File: src/design/ripe_pkg.sv
`timescale 1ns / 1ps
// ---------------------------------------------------------------------------
// ripe_pkg: raster image print encoder shared definitions
// Item modes, header positions, command bytes and register defaults.
// ---------------------------------------------------------------------------
package ripe_pkg;

	localparam int MAX_WIDTH_DEF   = 4096;
	localparam int BAND_ROWS_DEF   = 24;
	localparam int FLUSH_BURST_DEF = 64;

	localparam int CFG_W       = 13;
	localparam int MAX_HEIGHT  = 4096;
	// h + BAND_ROWS - 1 stays below 2**13 for BAND_ROWS up to 4096
	localparam int XW          = 13;
	localparam int RECIP_SHIFT = 13;

	localparam logic [CFG_W-1:0] WIDTH_RST  = 13'd384;
	localparam logic [CFG_W-1:0] HEIGHT_RST = 13'd1;
	localparam logic [7:0]       THRESH_RST = 8'hc0;

	localparam logic [7:0] CMD_ESC   = 8'd27;
	localparam logic [7:0] CMD_INIT  = 8'd64;
	localparam logic [7:0] CMD_GS    = 8'd29;
	localparam logic [7:0] CMD_V     = 8'd118;
	localparam logic [7:0] CMD_ZERO  = 8'd48;
	localparam logic [7:0] CMD_MODE  = 8'd0;

	typedef enum logic [1:0] {
		CFG_WIDTH  = 2'd0,
		CFG_HEIGHT = 2'd1,
		CFG_THRESH = 2'd2
	} cfg_idx_t;

	typedef enum logic [1:0] {
		MODE_START = 2'd0,
		MODE_PIXEL = 2'd1,
		MODE_FLUSH = 2'd2
	} mode_t;

	typedef enum logic [1:0] {
		BURST_IDLE,
		BURST_HEADER,
		BURST_PAD
	} burst_t;

	typedef enum logic [3:0] {
		HP_ESC  = 4'd0,
		HP_INIT = 4'd1,
		HP_GS   = 4'd2,
		HP_V    = 4'd3,
		HP_48   = 4'd4,
		HP_MODE = 4'd5,
		HP_XL   = 4'd6,
		HP_XH   = 4'd7,
		HP_YL   = 4'd8,
		HP_YH   = 4'd9
	} hdr_pos_t;

endpackage

File: src/design/raster_image_print_encoder_core.sv
`timescale 1ns / 1ps
// ---------------------------------------------------------------------------
// raster_image_print_encoder_core: raster bit image printer stream encoder
// Packs thresholded pixels into bytes behind a printer reset and raster
// header, and sends the padding rows of the last band as zero bytes.
// ---------------------------------------------------------------------------
//  channel  | signals                                   | moves
//  ---------+-------------------------------------------+----------------------
//  in       | in_valid, in_stall, mode, pixel_blue      | one item / transaction
//  out      | out_valid, out_stall, out_byte,           | one byte / transaction
//           | last_of_run, image_done                   |
//  cfg      | cfg_write, cfg_index, cfg_data            | one register write
//
// Pixels stream at one per cycle while out_stall lets the output register load.
// A start item keeps the encoder busy sending the 10 header bytes and stalls
// the following transaction until the last of them is emitted; a flush item
// sending N zero bytes (up to FLUSH_BURST) stalls the next until the last one.
// out_stall holds the output register; the input register stalls behind it.
// Reset is asynchronous and needs no clearing pass.
// ---------------------------------------------------------------------------
module raster_image_print_encoder_core #(
	parameter int MAX_WIDTH   = ripe_pkg::MAX_WIDTH_DEF,
	parameter int BAND_ROWS   = ripe_pkg::BAND_ROWS_DEF,
	parameter int FLUSH_BURST = ripe_pkg::FLUSH_BURST_DEF
) (
	input  logic                       clk,
	input  logic                       arst_n,
	input  logic                       cfg_write,
	input  logic [1:0]                 cfg_index,
	input  logic [ripe_pkg::CFG_W-1:0] cfg_data,
	input  logic                       in_valid,
	output logic                       in_stall,
	input  logic [1:0]                 mode,
	input  logic [7:0]                 pixel_blue,
	output logic                       out_valid,
	input  logic                       out_stall,
	output logic [7:0]                 out_byte,
	output logic                       last_of_run,
	output logic                       image_done
);

	localparam int CW       = ripe_pkg::CFG_W;
	localparam int XW       = ripe_pkg::XW;
	localparam int MAX_EFF  = (MAX_WIDTH < 8191) ? MAX_WIDTH : 8191;
	localparam int ROWB_W   = $clog2((MAX_EFF + 7) / 8 + 1);
	localparam int PADR_W   = (BAND_ROWS > 1) ? $clog2(BAND_ROWS) : 1;
	localparam int PAD_W    = PADR_W + ROWB_W;
	localparam int FB_W     = $clog2(FLUSH_BURST + 1);
	localparam int RECIP    = (1 << ripe_pkg::RECIP_SHIFT) / BAND_ROWS;
	localparam int PROD_W   = XW + ripe_pkg::RECIP_SHIFT + 1;

	// configuration
	logic [CW-1:0] image_width_q, image_height_q;
	logic [7:0]    dark_threshold_q;

	// input register
	logic       valid_s1;
	logic [1:0] mode_s1;
	logic [7:0] blue_s1;

	// encoder state
	logic [CW-1:0]     col_q, col_d, row_q, row_d;
	logic [CW-1:0]     lat_w_q, lat_w_d, lat_h_q, lat_h_d;
	logic [7:0]        acc_q, acc_d;
	logic [2:0]        bitpos_q, bitpos_d;
	logic [PAD_W-1:0]  pad_left_q, pad_left_d;
	logic              active_q, active_d;
	ripe_pkg::burst_t  burst_q, burst_d;
	ripe_pkg::hdr_pos_t hdr_idx_q, hdr_idx_d;
	logic [FB_W-1:0]   pad_cnt_q, pad_cnt_d;
	logic              pad_done_q, pad_done_d;

	// header arithmetic
	logic [ROWB_W-1:0] rw_q, rw_d;
	logic [XW-1:0]     x_q, x_d;
	logic [PROD_W-1:0] prod_q;
	logic [XW-1:0]     qb_q, ph_q;
	logic [XW+7:0]     qb_full;
	logic [XW-1:0]     q_est, rem;
	logic [PADR_W-1:0] pad_rows;

	// output register
	logic       out_valid_q;
	logic [7:0] out_byte_q;
	logic       last_q, done_q;

	logic       load_out, take_s1, in_accept, hdr_step;
	logic       emit, emit_last, emit_done;
	logic [7:0] emit_byte, hdr_byte, mask;
	logic [15:0] rw16, ph16;
	logic [CW-1:0] w_eff, h_eff;
	logic       row_end, pad_gt;
	logic [FB_W-1:0] burst_n;
	logic [PAD_W-1:0] pad_after;

	assign load_out  = !out_valid_q || !out_stall;
	assign in_stall  = valid_s1 && !take_s1;
	assign in_accept = in_valid && !in_stall;
	assign hdr_step  = load_out && (burst_q == ripe_pkg::BURST_HEADER);

	assign out_valid   = out_valid_q;
	assign out_byte    = out_byte_q;
	assign last_of_run = last_q;
	assign image_done  = done_q;

	always_ff @(posedge clk or negedge arst_n) begin
		if (!arst_n) begin
			image_width_q    <= ripe_pkg::WIDTH_RST;
			image_height_q   <= ripe_pkg::HEIGHT_RST;
			dark_threshold_q <= ripe_pkg::THRESH_RST;
		end else if (cfg_write) begin
			case (ripe_pkg::cfg_idx_t'(cfg_index))
				ripe_pkg::CFG_WIDTH:  image_width_q    <= cfg_data;
				ripe_pkg::CFG_HEIGHT: image_height_q   <= cfg_data;
				ripe_pkg::CFG_THRESH: dark_threshold_q <= cfg_data[7:0];
				default: ;
			endcase
		end
	end

	always_ff @(posedge clk or negedge arst_n) begin
		if (!arst_n) begin
			valid_s1 <= 1'b0;
		end else if (in_accept) begin
			valid_s1 <= 1'b1;
		end else if (take_s1) begin
			valid_s1 <= 1'b0;
		end
	end

	always_ff @(posedge clk) begin
		if (in_accept) begin
			mode_s1 <= mode;
			blue_s1 <= pixel_blue;
		end
	end

	// band rounding: q = floor(x / BAND_ROWS) by reciprocal, then one correction
	assign q_est   = prod_q[ripe_pkg::RECIP_SHIFT +: XW];
	assign qb_full = (XW+8)'(q_est) * (XW+8)'(BAND_ROWS);
	assign rem     = x_q - qb_q;
	assign pad_rows = PADR_W'(ph_q - lat_h_q);

	always_ff @(posedge clk) begin
		if (hdr_step) begin
			case (hdr_idx_q)
				ripe_pkg::HP_INIT: prod_q <= PROD_W'(x_q) * PROD_W'(RECIP);
				ripe_pkg::HP_GS:   qb_q   <= qb_full[XW-1:0];
				ripe_pkg::HP_V:    ph_q   <= (rem >= XW'(BAND_ROWS)) ?
					qb_q + XW'(BAND_ROWS) : qb_q;
				default: ;
			endcase
		end
	end

	assign rw16 = 16'(rw_q);
	assign ph16 = 16'(ph_q);

	always_comb begin
		case (hdr_idx_q)
			ripe_pkg::HP_ESC:  hdr_byte = ripe_pkg::CMD_ESC;
			ripe_pkg::HP_INIT: hdr_byte = ripe_pkg::CMD_INIT;
			ripe_pkg::HP_GS:   hdr_byte = ripe_pkg::CMD_GS;
			ripe_pkg::HP_V:    hdr_byte = ripe_pkg::CMD_V;
			ripe_pkg::HP_48:   hdr_byte = ripe_pkg::CMD_ZERO;
			ripe_pkg::HP_MODE: hdr_byte = ripe_pkg::CMD_MODE;
			ripe_pkg::HP_XL:   hdr_byte = rw16[7:0];
			ripe_pkg::HP_XH:   hdr_byte = rw16[15:8];
			ripe_pkg::HP_YL:   hdr_byte = ph16[7:0];
			ripe_pkg::HP_YH:   hdr_byte = ph16[15:8];
			default:           hdr_byte = ripe_pkg::CMD_MODE;
		endcase
	end

	always_comb begin
		w_eff = image_width_q;
		if (w_eff == '0) begin
			w_eff = CW'(1);
		end else if (32'(w_eff) > MAX_WIDTH) begin
			w_eff = CW'(MAX_WIDTH);
		end
		h_eff = image_height_q;
		if (h_eff == '0) begin
			h_eff = CW'(1);
		end else if (32'(h_eff) > ripe_pkg::MAX_HEIGHT) begin
			h_eff = CW'(ripe_pkg::MAX_HEIGHT);
		end
	end

	assign mask    = (blue_s1 < dark_threshold_q) ? (8'h80 >> bitpos_q) : 8'h00;
	assign row_end = ({1'b0, col_q} + (CW+1)'(1)) >= {1'b0, lat_w_q};
	assign pad_gt  = 32'(pad_left_q) > FLUSH_BURST;
	assign burst_n = pad_gt ? FB_W'(FLUSH_BURST) : FB_W'(pad_left_q);
	assign pad_after = pad_left_q - PAD_W'(burst_n);

	always_comb begin
		col_d      = col_q;
		row_d      = row_q;
		lat_w_d    = lat_w_q;
		lat_h_d    = lat_h_q;
		acc_d      = acc_q;
		bitpos_d   = bitpos_q;
		pad_left_d = pad_left_q;
		active_d   = active_q;
		burst_d    = burst_q;
		hdr_idx_d  = hdr_idx_q;
		pad_cnt_d  = pad_cnt_q;
		pad_done_d = pad_done_q;
		rw_d       = rw_q;
		x_d        = x_q;
		take_s1    = 1'b0;
		emit       = 1'b0;
		emit_byte  = 8'h00;
		emit_last  = 1'b0;
		emit_done  = 1'b0;
		if (load_out) begin
			case (burst_q)
				ripe_pkg::BURST_HEADER: begin
					emit      = 1'b1;
					emit_byte = hdr_byte;
					emit_last = (hdr_idx_q == ripe_pkg::HP_YH);
					if (hdr_idx_q == ripe_pkg::HP_48) begin
						pad_left_d = PAD_W'(pad_rows) * PAD_W'(rw_q);
					end
					if (emit_last) begin
						burst_d = ripe_pkg::BURST_IDLE;
					end else begin
						hdr_idx_d = ripe_pkg::hdr_pos_t'(hdr_idx_q + 4'd1);
					end
				end
				ripe_pkg::BURST_PAD: begin
					emit      = 1'b1;
					emit_last = (pad_cnt_q == FB_W'(1));
					emit_done = emit_last && pad_done_q;
					pad_cnt_d = pad_cnt_q - FB_W'(1);
					if (emit_last) begin
						burst_d = ripe_pkg::BURST_IDLE;
					end
				end
				default: begin
					take_s1 = valid_s1;
					if (valid_s1) begin
						case (ripe_pkg::mode_t'(mode_s1))
							ripe_pkg::MODE_START: begin
								lat_w_d    = w_eff;
								lat_h_d    = h_eff;
								rw_d       = ROWB_W'(({1'b0, w_eff} + (CW+1)'(7)) >> 3);
								x_d        = XW'(h_eff) + XW'(BAND_ROWS - 1);
								col_d      = '0;
								row_d      = '0;
								acc_d      = '0;
								bitpos_d   = '0;
								pad_left_d = '0;
								active_d   = 1'b1;
								emit       = 1'b1;
								emit_byte  = ripe_pkg::CMD_ESC;
								burst_d    = ripe_pkg::BURST_HEADER;
								hdr_idx_d  = ripe_pkg::HP_INIT;
							end
							ripe_pkg::MODE_PIXEL: begin
								if (active_q && row_q < lat_h_q) begin
									acc_d    = acc_q | mask;
									bitpos_d = bitpos_q + 3'd1;
									if (row_end) begin
										col_d = '0;
										row_d = row_q + CW'(1);
									end else begin
										col_d = col_q + CW'(1);
									end
									if (bitpos_d == 3'd0 || row_end) begin
										emit      = 1'b1;
										emit_byte = acc_d;
										emit_last = 1'b1;
										acc_d     = '0;
										bitpos_d  = '0;
										if (row_end && row_d >= lat_h_q &&
											pad_left_q == '0) begin
											emit_done = 1'b1;
											active_d  = 1'b0;
										end
									end
								end
							end
							ripe_pkg::MODE_FLUSH: begin
								if (active_q && row_q >= lat_h_q && pad_left_q != '0) begin
									pad_left_d = pad_after;
									emit       = 1'b1;
									emit_last  = (burst_n == FB_W'(1));
									emit_done  = emit_last && (pad_after == '0);
									if (pad_after == '0) begin
										active_d = 1'b0;
									end
									if (!emit_last) begin
										burst_d    = ripe_pkg::BURST_PAD;
										pad_cnt_d  = burst_n - FB_W'(1);
										pad_done_d = (pad_after == '0);
									end
								end
							end
							default: ;
						endcase
					end
				end
			endcase
		end
	end

	always_ff @(posedge clk or negedge arst_n) begin
		if (!arst_n) begin
			col_q       <= '0;
			row_q       <= '0;
			lat_w_q     <= '0;
			lat_h_q     <= '0;
			acc_q       <= '0;
			bitpos_q    <= '0;
			pad_left_q  <= '0;
			active_q    <= 1'b0;
			burst_q     <= ripe_pkg::BURST_IDLE;
			hdr_idx_q   <= ripe_pkg::HP_ESC;
			pad_cnt_q   <= '0;
			pad_done_q  <= 1'b0;
			out_valid_q <= 1'b0;
		end else begin
			col_q      <= col_d;
			row_q      <= row_d;
			lat_w_q    <= lat_w_d;
			lat_h_q    <= lat_h_d;
			acc_q      <= acc_d;
			bitpos_q   <= bitpos_d;
			pad_left_q <= pad_left_d;
			active_q   <= active_d;
			burst_q    <= burst_d;
			hdr_idx_q  <= hdr_idx_d;
			pad_cnt_q  <= pad_cnt_d;
			pad_done_q <= pad_done_d;
			if (load_out) begin
				out_valid_q <= emit;
			end
		end
	end

	always_ff @(posedge clk) begin
		rw_q <= rw_d;
		x_q  <= x_d;
		if (emit) begin
			out_byte_q <= emit_byte;
			last_q     <= emit_last;
			done_q     <= emit_done;
		end
	end

endmodule

File: config.mk
export PLATFORM = sky130hd
export DESIGN_NAME = raster_image_print_encoder_core
export DESIGN_NICKNAME = d
export VERILOG_FILES = /design/src/design/ripe_pkg.sv /design/src/design/raster_image_print_encoder_core.sv
export SDC_FILE = /design/constraint.sdc
export NUM_CORES = 1
export LEC_CHECK = 0
export ABC_CLOCK_PERIOD_IN_PS = 5100
export BUFFER_PORTS_ARGS = -buffer_cell sky130_fd_sc_hd__buf_4
export CAP_MARGIN = 25
export CORE_MARGIN = 4
export CORE_UTILIZATION = 55
export CTS_BUF_LIST = sky130_fd_sc_hd__clkbuf_4
export DETAILED_ROUTE_END_ITERATION = 8
export PLACE_DENSITY = 0.74
export SYNTH_ARGS = -nofsm -noshare
export SYNTH_HDL_FRONTEND = slang
export SYNTH_SLANG_ARGS = --single-unit
File: constraint.sdc
create_clock -name clk -period 5.1 [get_ports clk]
set_input_delay 1.02 -clock clk [delete_from_list [all_inputs] [get_ports clk]]
set_output_delay 1.02 -clock clk [all_outputs]
set_load 0.02 [all_outputs]
# Yosys cells after proc, flatten, opt, wreduce, memory -nomap -nowiden
# Index checks and enable logic that the tools add are counted.
# totals
out_inout_bits	12
reg_bits	217
elab_cells	218
# classes
n_shift	1
addsub	13
n_eq_ne	29
n_reduce_logical	51
mux	79
mul	3
n_bitwise	5
magnitude_cmp	9
# ops
cell	count
$mux W13	14
$pmux W8 S9	1
$pmux W15 S2	2
$pmux W13 S2	2
$mux W8	6
$pmux W8 S2	3
$mux W15	3
$mux W7	5
$logic_not A15 Y1	2
$add A13 B1 Y13 const B	2
$add A13 B5 Y13 const B	2
$ge A13 B13 Y1	2
$gt A13 B13 Y1 const B	2
$logic_not A13 Y1	2
$mul A13 B9 Y22 const B	1
$mux W1	22
$reduce_and A6 Y1	3
$gt A15 B7 Y1 const B	1
$mul A5 B10 Y15	1
$reduce_bool A15 Y1	1
$sub A15 B7 Y15	1
$add A13 B1 Y14 const B	1
$eq A7 B1 Y1 const B	2
$ge A14 B13 Y1	1
47 further kinds	108

# Logic depth before layout (Yosys ltp)
# Gate-level depths: netlist of the first run.
# depth
word_depth	17
mapped_depth	26
depth_no_buf	24

# Worst setup path before layout of the first run
# No wires, ideal clock.
# synth_path
path_kind	reg2reg
from	register col_q[0]
to	register active_q
arrival_time_ns	5.037
path_stages_with_launch	26
setup_ns	0.079
setup_slack_ns	-0.016
t_required_ns	5.021
cell_sequence	dfrtp_1 > ha_1 > nand3_1 > nor2_1 > and3_1 > clkbuf_1 > and3_1 > nand3_1 > xnor2_1 > ha_1 > nand3_1 > a211o_1 > or4_1 > and3_1 > clkbuf_1 > nor3_1 > nand4_1 > xnor2_1 > ha_1 > and4_1 > nand2_1 > o21ai_0 > nand4_1 > o21a_1 > a211oi_2 > mux2i_1
# synth_via
elab_chain_len	13
# synth_rtl
item	line_no	rtl
start, declared	raster_image_print_encoder_core.sv:62	logic [CW-1:0] col_q, col_d, row_q, row_d;
start signal, assigned	raster_image_print_encoder_core.sv:324	col_q <= col_d;
$add A13 B1 Y14 *	raster_image_print_encoder_core.sv:191	assign row_end = ({1'b0, col_q} + (CW+1)'(1)) >= {1'b0, lat_w_q};
$ge A14 B13 Y1 *	raster_image_print_encoder_core.sv:191	
$mux W13	raster_image_print_encoder_core.sv:264	if (row_end) begin
$mux W13	raster_image_print_encoder_core.sv:261	if (active_q && row_q < lat_h_q) begin
$mux W13	raster_image_print_encoder_core.sv:243	case (ripe_pkg::mode_t'(mode_s1))
$mux W13	raster_image_print_encoder_core.sv:242	if (valid_s1) begin
$mux W13	raster_image_print_encoder_core.sv:217	case (burst_q)
$mux W13	raster_image_print_encoder_core.sv:216	if (load_out) begin
$ge A13 B13 Y1	raster_image_print_encoder_core.sv:276	if (row_end && row_d >= lat_h_q &&
$logic_and A1 B1 Y1 (2 in a row)	raster_image_print_encoder_core.sv:276	
$ne A2 B2 Y1 (no source line)	-	
$reduce_and A9 Y1 (no source line) *	-	
end signal, assigned	raster_image_print_encoder_core.sv:331	active_q <= active_d;
end, declared	raster_image_print_encoder_core.sv:67	logic active_q, active_d;
# Every way passes the cells marked *; elsewhere a longest branch is shown, timed or not. The select of a mux whose other input is x is not followed.
# A chain may end at the register's enable or synchronous reset.

# Worst setup path in the final report of the first run
# layout_path
from	register col_q[1]
to	register active_q
# The elaborated chain is that of the path after synthesis.

==> results.json, run 1 <==
{
  "gp_congestion": 0.9347,
  "required_ps": 5720,
  "io_buffers": 41,
  "area_growth_pct": 10.62,
  "grt-ovfl-total": 0,
  "synth-warning-count": 0,
  "layout_min_cycle_time_ps": 4931,
  "syn-num-nets": 1831,
  "die_h_um": 173.5,
  "cts_buffer_depth": 3,
  "synth.area.top_cells": "dfrtp_1 (21%), edfxtp_1 (14%), ha_1 (14%)",
  "nNetsFinal": 1907,
  "worstPathArrival_ps": 5550,
  "holdBufCountCts": 0,
  "dr.pass1.iters": 6,
  "crit_end": "active_q$_DFFE_PN0P_",
  "grt_pass1_vias": 11990,
  "worstSetupPathType": "reg2reg",
  "via_per_inst": 5.839,
  "root_buffer": "clkbuf_4",
  "critPathMaxFanout": 3,
  "drive_gt1_share_pct": 13.84,
  "fmax_mhz": 202.8,
  "finalWirelength_um": 34500,
  "coreArea_mm2": 0.02695,
  "grt_start_max_net_pins": 98,
  "avgSynthCellArea_um2": 9.512,
  "status": "finished clean",
  "tightest_slew_ps": 950.6,
  "antenna_left": 0,
  "hp-class": "in2async",
  "power_density_mw_per_mm2": 673.0,
  "skew_ps": 76.65,
  "cpPeakStageDelay_ps": 440,
  "synth_area_mm2": 0.01506,
  "drv_slew": 0,
  "syn_inst": 1583,
  "layoutNonFillerInstCount": 2049,
  "fp-row-count": 60,
  "critPathSlowestCell": "or4_4",
  "path_clk_slew_ps": 70,
  "yosysTopAreaCellShare_pct": 20.61,
  "finalSetupViolCount": 0,
  "peakVddDrop_uv": 563.6,
  "clock_latency_ps": 740,
  "cts_tree": "built",
  "grt_use_total_pct": 22.80,
  "io_pins": 42,
  "fin_crit_sh_pct": 96.68,
  "yosysTopAreaCell": "dfrtp_1",
  "drcViolationCount": 0,
  "vias": 11960,
  "r2r-start": "col_q[1]$_DFFE_PN0P_",
  "grt_pass1_wl_um": 57750,
  "reg2reg_depth": 24,
  "ys_ff_latch": 201,
  "worstReg2RegEnd": "active_q$_DFFE_PN0P_",
  "cts.sinks": 201,
  "p_leak_nw": 7.608,
  "synthArstFlopShare_pct": 64.18,
  "synth_cell_types": 75,
  "total_power_w": 0.01121,
  "reg2reg_slack_ps": 170,
  "wl_per_cell_um": 16.84,
  "fp.dieW_um": 173.5,
  "cts_max_level": 2,
  "start_util_pct": 55.87,
  "rsz0062_at_grt": "yes",
  "hold_viol": 0,
  "layout_common_cells": "inv_1 (174), ha_1 (163), nand2_1 (126)",
  "ys_seq_area_share_pct": 35.84,
  "crit_start": "col_q[1]$_DFFE_PN0P_",
  "mostFrequentLayoutCell": "inv_1",
  "numCtsBuffers": 54,
  "synth_edf_count": 72,
  "slew_headroom_pct": 36.39,
  "critPathLaunchType": "flip-flop",
  "place_area_mm2": 0.01580,
  "finish.instance_area_mm2": 0.01666,
  "dp_cells": 1938,
  "maxCapViolCount": 0,
  "end_kind": "flip-flop",
  "antenna_found_initial": 1,
  "synthFlopType": "dfrtp_1",
  "dp_hpwl_um": 26370,
  "die_area_mm2": 0.03009,
  "drt_iter0_drc": 970,
  "path_cells": "ha_2, nand3_2, nor2_2, and3_1, and3_1, nand3_1, xnor2_1, ha_1, nand3_1, a211o_1, or4_4, nand3_2, nand4_1, or3_4, xnor2_1, ha_1, nand2_1, nor2_2, nand2_1, o21ai_2, nand4_1, o21a_1, a211oi_2, mux2i_1"
}
[where the power goes]
group          internal (W)  switching (W)  total [W]
logic               0.00304        0.00406    0.00711
clock network      0.000724       0.000703    0.00143
registers           0.00225       0.000429    0.00267
[worst min path at each step]
stage,to,slack [ps],cells past startpoint
5_1_grt,pad_left_q[11]$_DFFE_PN0P_,290,1
3_3_place_gp,qb_q[3]$_DFFE_PP_,450,0
2_1_floorplan,qb_q[3]$_DFFE_PP_,430,0
6_report,pad_left_q[11]$_DFFE_PN0P_,280,1
4_1_cts,pad_done_q$_DFFE_PN0P_,260,1
3_5_place_dp,lat_h_q[3]$_DFFE_PN0P_,470,2
[cells in the mapped netlist (8+ instances only)]
| cell type | instances |
|---|---|
| a22o_1 | 13 |
| o31ai_1 | 15 |
| and2_1 | 31 |
| xnor2_1 | 51 |
| inv_1 | 175 |
| dfrtp_1 | 124 |
| nand3_1 | 38 |
| nor2b_1 | 11 |
| nand4_1 | 15 |
| a22oi_1 | 9 |
| ha_1 | 165 |
| nand3b_1 | 14 |
| edfxtp_1 | 72 |
| nor3_1 | 35 |
| nor3b_1 | 8 |
| xor2_1 | 24 |
| a21oi_1 | 82 |
| nor2_1 | 113 |
| clkbuf_1 | 47 |
| nand2b_1 | 21 |
| o21a_1 | 10 |
| nand2_1 | 126 |
| o21ai_0 | 101 |
| a21o_1 | 10 |
| mux2_2 | 37 |
| a31oi_1 | 24 |
| o22ai_1 | 9 |
| nor4_1 | 15 |
| fa_1 | 53 |
| a211oi_1 | 21 |
| and3_1 | 9 |
[timing repair]
item,CTS,global route
pin swaps,1,5
resized for setup,5,21
endpoints found under the hold margin,0,0
setup endpoints to repair,2,5
setup buffers,2,3
[worst max-delay path, delay by kind of cell (launching register included)]
family | cells | cell delay [ps]
compound gates | 4 | 870
mux | 1 | 190
fa+ha+maj | 3 | 810
simple gates | 14 | 2290
xor+xnor | 2 | 300
flops | 1 | 360
[cell type report]
cell class	instances	area, um^2
Clock buffer	79	593.1
Tap cell	341	426.7
Timing Repair Buffer	73	561.8
Clock inverter	23	113.9
Fill cell	2234	10290
Antenna cell	3	7.507
Inverter	175	656.9
Multi-Input combinational cell	1154	8900
Sequential cell	201	5396
[through the flow]
step	util, %	setup WS [ps]	setup TNS, ps	hold slack, ps
6_report	61.80	169.3	0	280.9
5_1_grt	61.80	-85.68	-102.2	293.7
4_1_cts	61.35	23.21	0	262.5
3_5_place_dp	58.61	-130.4	-130.4	473.4
3_3_place_gp	58.57	65.96	0	453.0
2_1_floorplan	-	30.03	0	433.4
[state kept, by name, summed over array words and instances, names as in the netlist, 9 cells and up]
register / cells
lat_h_q: 13
pad_left_q: 15
qb_q: 10
prod_q: 9
col_q: 13
image_height_q: 13
row_q: 13
ph_q: 10
rw_q: 10
x_q: 13
image_width_q: 13
lat_w_q: 13
[metal layers]
layer / global-route usage [%] / wire [um] / up-vias
met4: 7.250 / 970 / 0
met5: 0 / 0 / -
met1: 29.96 / 14850 / 5732
li1: - / - / 5800
met3: 3.882 / 1876 / 86
met2: 38.73 / 16800 / 346
[cells by family (layout without fill, tap and decap cells)]
group | count (synthesis) | in the layout | share of synthesized area (%)
buf+inv | 228 | 350 | 5.759
other cells | 1 | 4 | 0.02491
fa+ha+maj | 218 | 218 | 20.76
flops | 201 | 201 | 35.84
compound gates | 354 | 354 | 14.91
xor+xnor | 75 | 75 | 4.363
mux | 43 | 43 | 3.166
simple gates | 463 | 463 | 15.18
(Power assumes the default switching activity.)
==> inputs of run 2 (changes only) <==
REMOVE_ABC_BUFFERS = 1   (was not set)
==> results.json, run 2 (synthesized netlist as in run 1, its figures left out) <==
{
  "mostFrequentLayoutCell": "inv_1",
  "tightest_slew_ps": 1056,
  "grt_pass1_vias": 12110,
  "antenna_left": 0,
  "wl_met2_um": 16310,
  "finalSetupViolCount": 0,
  "total_power_w": 0.01131,
  "top_register": "pad_left_q",
  "fp.dieW_um": 173.5,
  "worstPathArrival_ps": 5510,
  "required_ps": 5600,
  "hp-class": "in2async",
  "critPathMaxFanout": 5,
  "gp_congestion": 0.8944,
  "fin_crit_sh_pct": 98.30,
  "io_buffers": 41,
  "peakVddDrop_uv": 462.2,
  "maxCapViolCount": 0,
  "preCtsSetupSlack_ps": -77.48,
  "die_h_um": 173.5,
  "cts_buffer_depth": 3,
  "slew_headroom_pct": 29.31,
  "clock_latency_ps": 700,
  "drive_gt1_share_pct": 13.79,
  "root_buffer": "clkbuf_4",
  "finalWirelength_um": 34900,
  "cts_tree": "built",
  "met1_length_um": 15440,
  "drv_slew": 0,
  "grt_start_max_net_pins": 97,
  "io_pins": 42,
  "die_area_mm2": 0.03009,
  "drcViolationCount": 0,
  "holdBufCountCts": 0,
  "coreArea_mm2": 0.02695,
  "finish.instance_area_mm2": 0.01664,
  "numCtsBuffers": 51,
  "start_util_pct": 55.87,
  "hold_viol": 0,
  "top_layer_used": "met4",
  "wl_met3_um": 2053,
  "fillers": 2260,
  "p_leak_nw": 7.575,
  "largest_reg_flops": 15,
  "wl_per_cell_um": 17.11,
  "via_per_inst": 5.848,
  "critPathLaunchType": "flip-flop",
  "status": "finished clean",
  "grt_use_total_pct": 23.06,
  "skew_ps": 70.74,
  "fin_ws_ps": 86.65,
  "rsz0062_at_grt": "yes",
  "area_growth_pct": 10.52,
  "cts_max_level": 2,
  "grt-ovfl-total": 0,
  "layout_common_cells": "inv_1 (175), ha_1 (164), nand2_1 (126)",
  "cts.sinks": 201,
  "layout_min_cycle_time_ps": 5013,
  "path_clk_slew_ps": 70,
  "place_area_mm2": 0.01582,
  "end_kind": "flip-flop",
  "seq_area_mm2": 0.005398,
  "multi_input_area_mm2": 0.008919,
  "nNetsFinal": 1906,
  "utilization_pct": 61.75,
  "grt_pass1_wl_um": 58390,
  "vias": 11930,
  "drt_iter0_drc": 977,
  "antenna_found_initial": 1,
  "power_density_mw_per_mm2": 679.5,
  "dr.pass1.iters": 6,
  "fp-row-count": 60,
  "dp_hpwl_um": 26500,
  "fmax_mhz": 199.5,
  "worstSetupPathType": "reg2reg"
}
[run 2: cell count changes in the layout (fill, tap and decap cells not counted), moves of 2 or more]
| cell | previous run | this run |
|---|---|---|
| and3_1 | 8 | 6 |
| clkbuf_4 | 79 | 76 |
| clkinv_1 | 16 | 10 |
| buf_4 | 70 | 74 |
| xnor2_1 | 50 | 48 |
| and3_4 | 1 | 3 |
| xnor2_2 | 1 | 3 |
| nand3_4 | 0 | 2 |
[run 2: worst paths after layout]
path                                         from                         to  slack, ps  cells after the start
setup / recovery             col_q[1]$_DFFE_PN0P_   image_done$_SDFFCE_PP0P_         90                     25
hold / removal                             arst_n  pad_left_q[7]$_DFFE_PN0P_        440                      1
setup reg to reg             col_q[1]$_DFFE_PN0P_   image_done$_SDFFCE_PP0P_         90                     25
hold reg to reg            lat_h_q[3]$_DFFE_PN0P_     lat_h_q[3]$_DFFE_PN0P_        480                      2
max in group asynchronous                  arst_n     lat_h_q[0]$_DFFE_PN0P_       3610                      2
min in group clk           lat_h_q[3]$_DFFE_PN0P_     lat_h_q[3]$_DFFE_PN0P_        480                      2
[run 2: power by group]
part | internal (W) | leakage (nW) | switching [W] | total [W]
combinational | 0.00306 | 4.87 | 0.00416 | 0.00722
clock | 0.000735 | 0.396 | 0.000676 | 0.00141
sequential | 0.00225 | 2.31 | 0.000433 | 0.00268
total | 0.00604 | 7.58 | 0.00526 | 0.0113
[run 2: repair_timing]
| action | in CTS | in global routing |
|---|---|---|
| buffers inserted | 0 | 3 |
| endpoints found under the setup margin | 1 | 7 |
| gates resized for setup | 5 | 24 |
| pin swaps | 0 | 13 |
[run 2: worst max-delay path, stage by stage (launching register included)]
cell	delay [ps]
dfrtp_1	350
ha_2	220
nand3_4	110
nor2_4	120
and3_4	200
and3_4	210
nand3_4	80
xnor2_2	150
ha_1	320
nand3_2	90
a211o_1	270
or4_4	440
and3_4	210
nor3_2	170
buf_4	150
nand4_1	150
xnor2_1	180
ha_1	290
and4_1	180
nand2_1	70
o21ai_2	170
nand4_1	150
buf_4	200
nor2_2	70
o2111ai_1	110
a21oi_1	170
[run 2: final cells by class]
class                      count  share of cell area, %
timing repair buffer          75                  3.406
tap                          341                  2.564
multi-input combinational   1154                  53.59
sequential                   201                  32.44
inverter                     175                  3.947
clock buffer                  76                  3.429
clock inverter                16                 0.5940
antenna                        2                0.03008
[run 2: through the flow]
step           hold WS (ps)  instances  TNS, ps
2_1_floorplan         433.4       1530        0
3_3_place_gp          464.0       1943        0
3_5_place_dp          473.9       1943   -77.48
4_1_cts               420.1       2035        0
5_1_grt               437.0       2040   -431.0
6_report              436.5       2040        0
[run 2: routing by layer]
metal	up-vias	GRT usage (%)
li1	5788	-
met3	92	4.100
met5	-	0
met2	365	38.11
met1	5684	30.60
met4	0	8.480
==> inputs of run 3 (changes only) <==
ABC_AREA = 1   (was not set)
==> results.json, run 3 <==
{
  "skew_ps": 83.82,
  "syn_inst": 1874,
  "io_pins": 42,
  "crit_start": "lat_h_q[3]$_DFFE_PN0P_",
  "seq_area_mm2": 0.005396,
  "critPathMaxFanout": 5,
  "drv_slew": 0,
  "path_clk_slew_ps": 70,
  "cts.sinks": 201,
  "fp-row-count": 61,
  "power_density_mw_per_mm2": 717.0,
  "nNetsFinal": 2203,
  "fin_crit_sh_pct": 93.21,
  "top_register": "pad_left_q",
  "peakVddDrop_uv": 510.1,
  "drt_iter0_drc": 838,
  "p_leak_nw": 8.612,
  "clock_latency_ps": 700,
  "yosys-top-cells-count": "nand2_1 (351), inv_1 (341), ha_1 (165)",
  "hp-class": "in2async",
  "synthFlopType": "dfrtp_1",
  "status": "finished clean",
  "tightest_slew_ps": 992.6,
  "gp_congestion": 0.9419,
  "dr.pass1.iters": 5,
  "fp.dieW_um": 175.6,
  "largest_reg_flops": 15,
  "maxCapViolCount": 0,
  "multi_input_area_mm2": 0.008666,
  "drive_gt1_share_pct": 11.10,
  "antenna_found_initial": 1,
  "ys_ff_latch": 201,
  "numCtsBuffers": 55,
  "worstSetupPathType": "reg2reg",
  "worstReg2RegEnd": "pad_left_q[11]$_DFFE_PN0P_",
  "synth_area_mm2": 0.01545,
  "synthArstFlopShare_pct": 64.18,
  "layout_common_cells": "nand2_1 (350), inv_1 (340), ha_1 (164)",
  "root_buffer": "clkbuf_4",
  "cts_max_level": 2,
  "slew_headroom_pct": 33.83,
  "io_buffers": 41,
  "critPathLaunchType": "flip-flop",
  "finalWirelength_um": 35650,
  "r2r-start": "lat_h_q[3]$_DFFE_PN0P_",
  "synth.area.top_cells": "dfrtp_1 (20%), edfxtp_1 (14%), ha_1 (13%)",
  "drcViolationCount": 0,
  "fillers": 2494,
  "worstPathArrival_ps": 5330,
  "cts_buffer_depth": 3,
  "finalSetupViolCount": 0,
  "ys_seq_area_share_pct": 34.92,
  "reg2reg_depth": 24,
  "synth_edf_count": 72,
  "finish.instance_area_mm2": 0.01698,
  "hold_ws_ps": 289.5,
  "yosysTopAreaCell": "dfrtp_1",
  "grt_start_max_net_pins": 54,
  "place_area_mm2": 0.01619,
  "vias": 12750,
  "start_util_pct": 55.62,
  "reg2reg_slack_ps": 350,
  "grt_pass1_vias": 12820,
  "die_area_mm2": 0.03084,
  "synth_most_common_cell": "nand2_1",
  "grt-ovfl-total": 0,
  "cts_tree": "built",
  "synth-warning-count": 0,
  "crit_end": "pad_left_q[11]$_DFFE_PN0P_",
  "synth_cell_types": 65,
  "area_growth_pct": 9.903,
  "avgSynthCellArea_um2": 8.246,
  "grt_use_total_pct": 23.47,
  "layout_min_cycle_time_ps": 4754,
  "antenna_left": 0,
  "die_h_um": 175.6,
  "wl_per_cell_um": 14.99,
  "hold_viol": 0,
  "mostFrequentLayoutCell": "nand2_1",
  "end_kind": "flip-flop",
  "grt_pass1_wl_um": 60250,
  "required_ps": 5670,
  "via_per_inst": 5.357,
  "fmax_mhz": 210.4,
  "utilization_pct": 61.13,
  "coreArea_mm2": 0.02778,
  "dp_hpwl_um": 28040,
  "yosysTopAreaCellShare_pct": 20.08
}
run 3: worst max-delay path, cell delays in order, from the launching register on:
cell and delay, ps:
dfrtp_1 350, inv_1 90, ha_1 330, nand3_1 90, nand2_1 70, inv_1 40
or2_2 260, nand2_1 110, inv_2 70, nand2_1 80, fa_1 430, fa_1 520
fa_1 540, inv_1 40, ha_1 340, a21oi_1 180, nand2_1 110, nand2_1 90
nand2_1 60, a21oi_2 150, o21ai_1 110, a31oi_1 220, xnor2_1 140, nand2_1 70
a22oi_1 160
run 3: cell type report:
class | instances | share of cell area [%]
timing repair buffer | 53 | 2.365
inverter | 351 | 7.758
antenna | 1 | 0.01474
tap | 378 | 2.785
clock inverter | 14 | 0.3831
sequential | 201 | 31.78
clock buffer | 88 | 3.890
multi-input combinational | 1293 | 51.03
run 3: cell families after synthesis:
group,Yosys count,synth area share (%)
and+or+nand+nor,668,19.00
buffers and inverters,380,9.320
AOI/OAI and AO/OA,326,11.96
adders and majority gates,218,20.23
DFF,201,34.92
xor gates and xnor gates,79,4.478
other,1,0.02427
muxes,1,0.07287
run 3: how the worst min path moves through the flow:
stage	startpoint	to	slack, ps
2_1_floorplan	prod_q[13]$_DFFE_PP_	qb_q[3]$_DFFE_PP_	430
3_3_place_gp	prod_q[13]$_DFFE_PP_	qb_q[3]$_DFFE_PP_	450
3_5_place_dp	prod_q[13]$_DFFE_PP_	qb_q[3]$_DFFE_PP_	440
4_1_cts	arst_n	pad_cnt_q[1]$_DFFE_PN0P_	260
5_1_grt	arst_n	pad_left_q[13]$_DFFE_PN0P_	270
6_report	arst_n	pad_left_q[4]$_DFFE_PN0P_	290
run 3: report_power, final:
group	switching (W)	internal (W)	leakage [nW]
Combinational	0.00495	0.00303	5.85
Sequential	0.000401	0.00232	2.32
Clock	0.000695	0.000784	0.440
Total	0.00604	0.00614	8.61
run 3: metrics by stage:
step	TNS, ps	worst slack (ps)	total power [W]	std cells
2_1_floorplan	0	563.2	0.008577	1845
3_3_place_gp	0	417.1	0.01025	2273
3_5_place_dp	0	224.4	0.01048	2273
4_1_cts	0	186.1	0.01206	2375
5_1_grt	-17.56	-17.56	0.01361	2379
6_report	0	346.1	0.01218	2379
run 3: layer usage:
layer | routed length [um] | track usage (%) | vias to the layer above
met5 | 0 | 0 | -
met4 | 1098 | 8.025 | 0
met3 | 1725 | 3.702 | 80
met2 | 17450 | 40.61 | 342
met1 | 15380 | 30.13 | 5993
li1 | - | - | 6330
run 3: what timing repair did:
action                     4_1_cts  5_1_grt
hold endpoints to repair         0        0
setup buffers                    0        2
hold buffers                     0        0
resized for setup                0       12
setup endpoints to repair        0        6
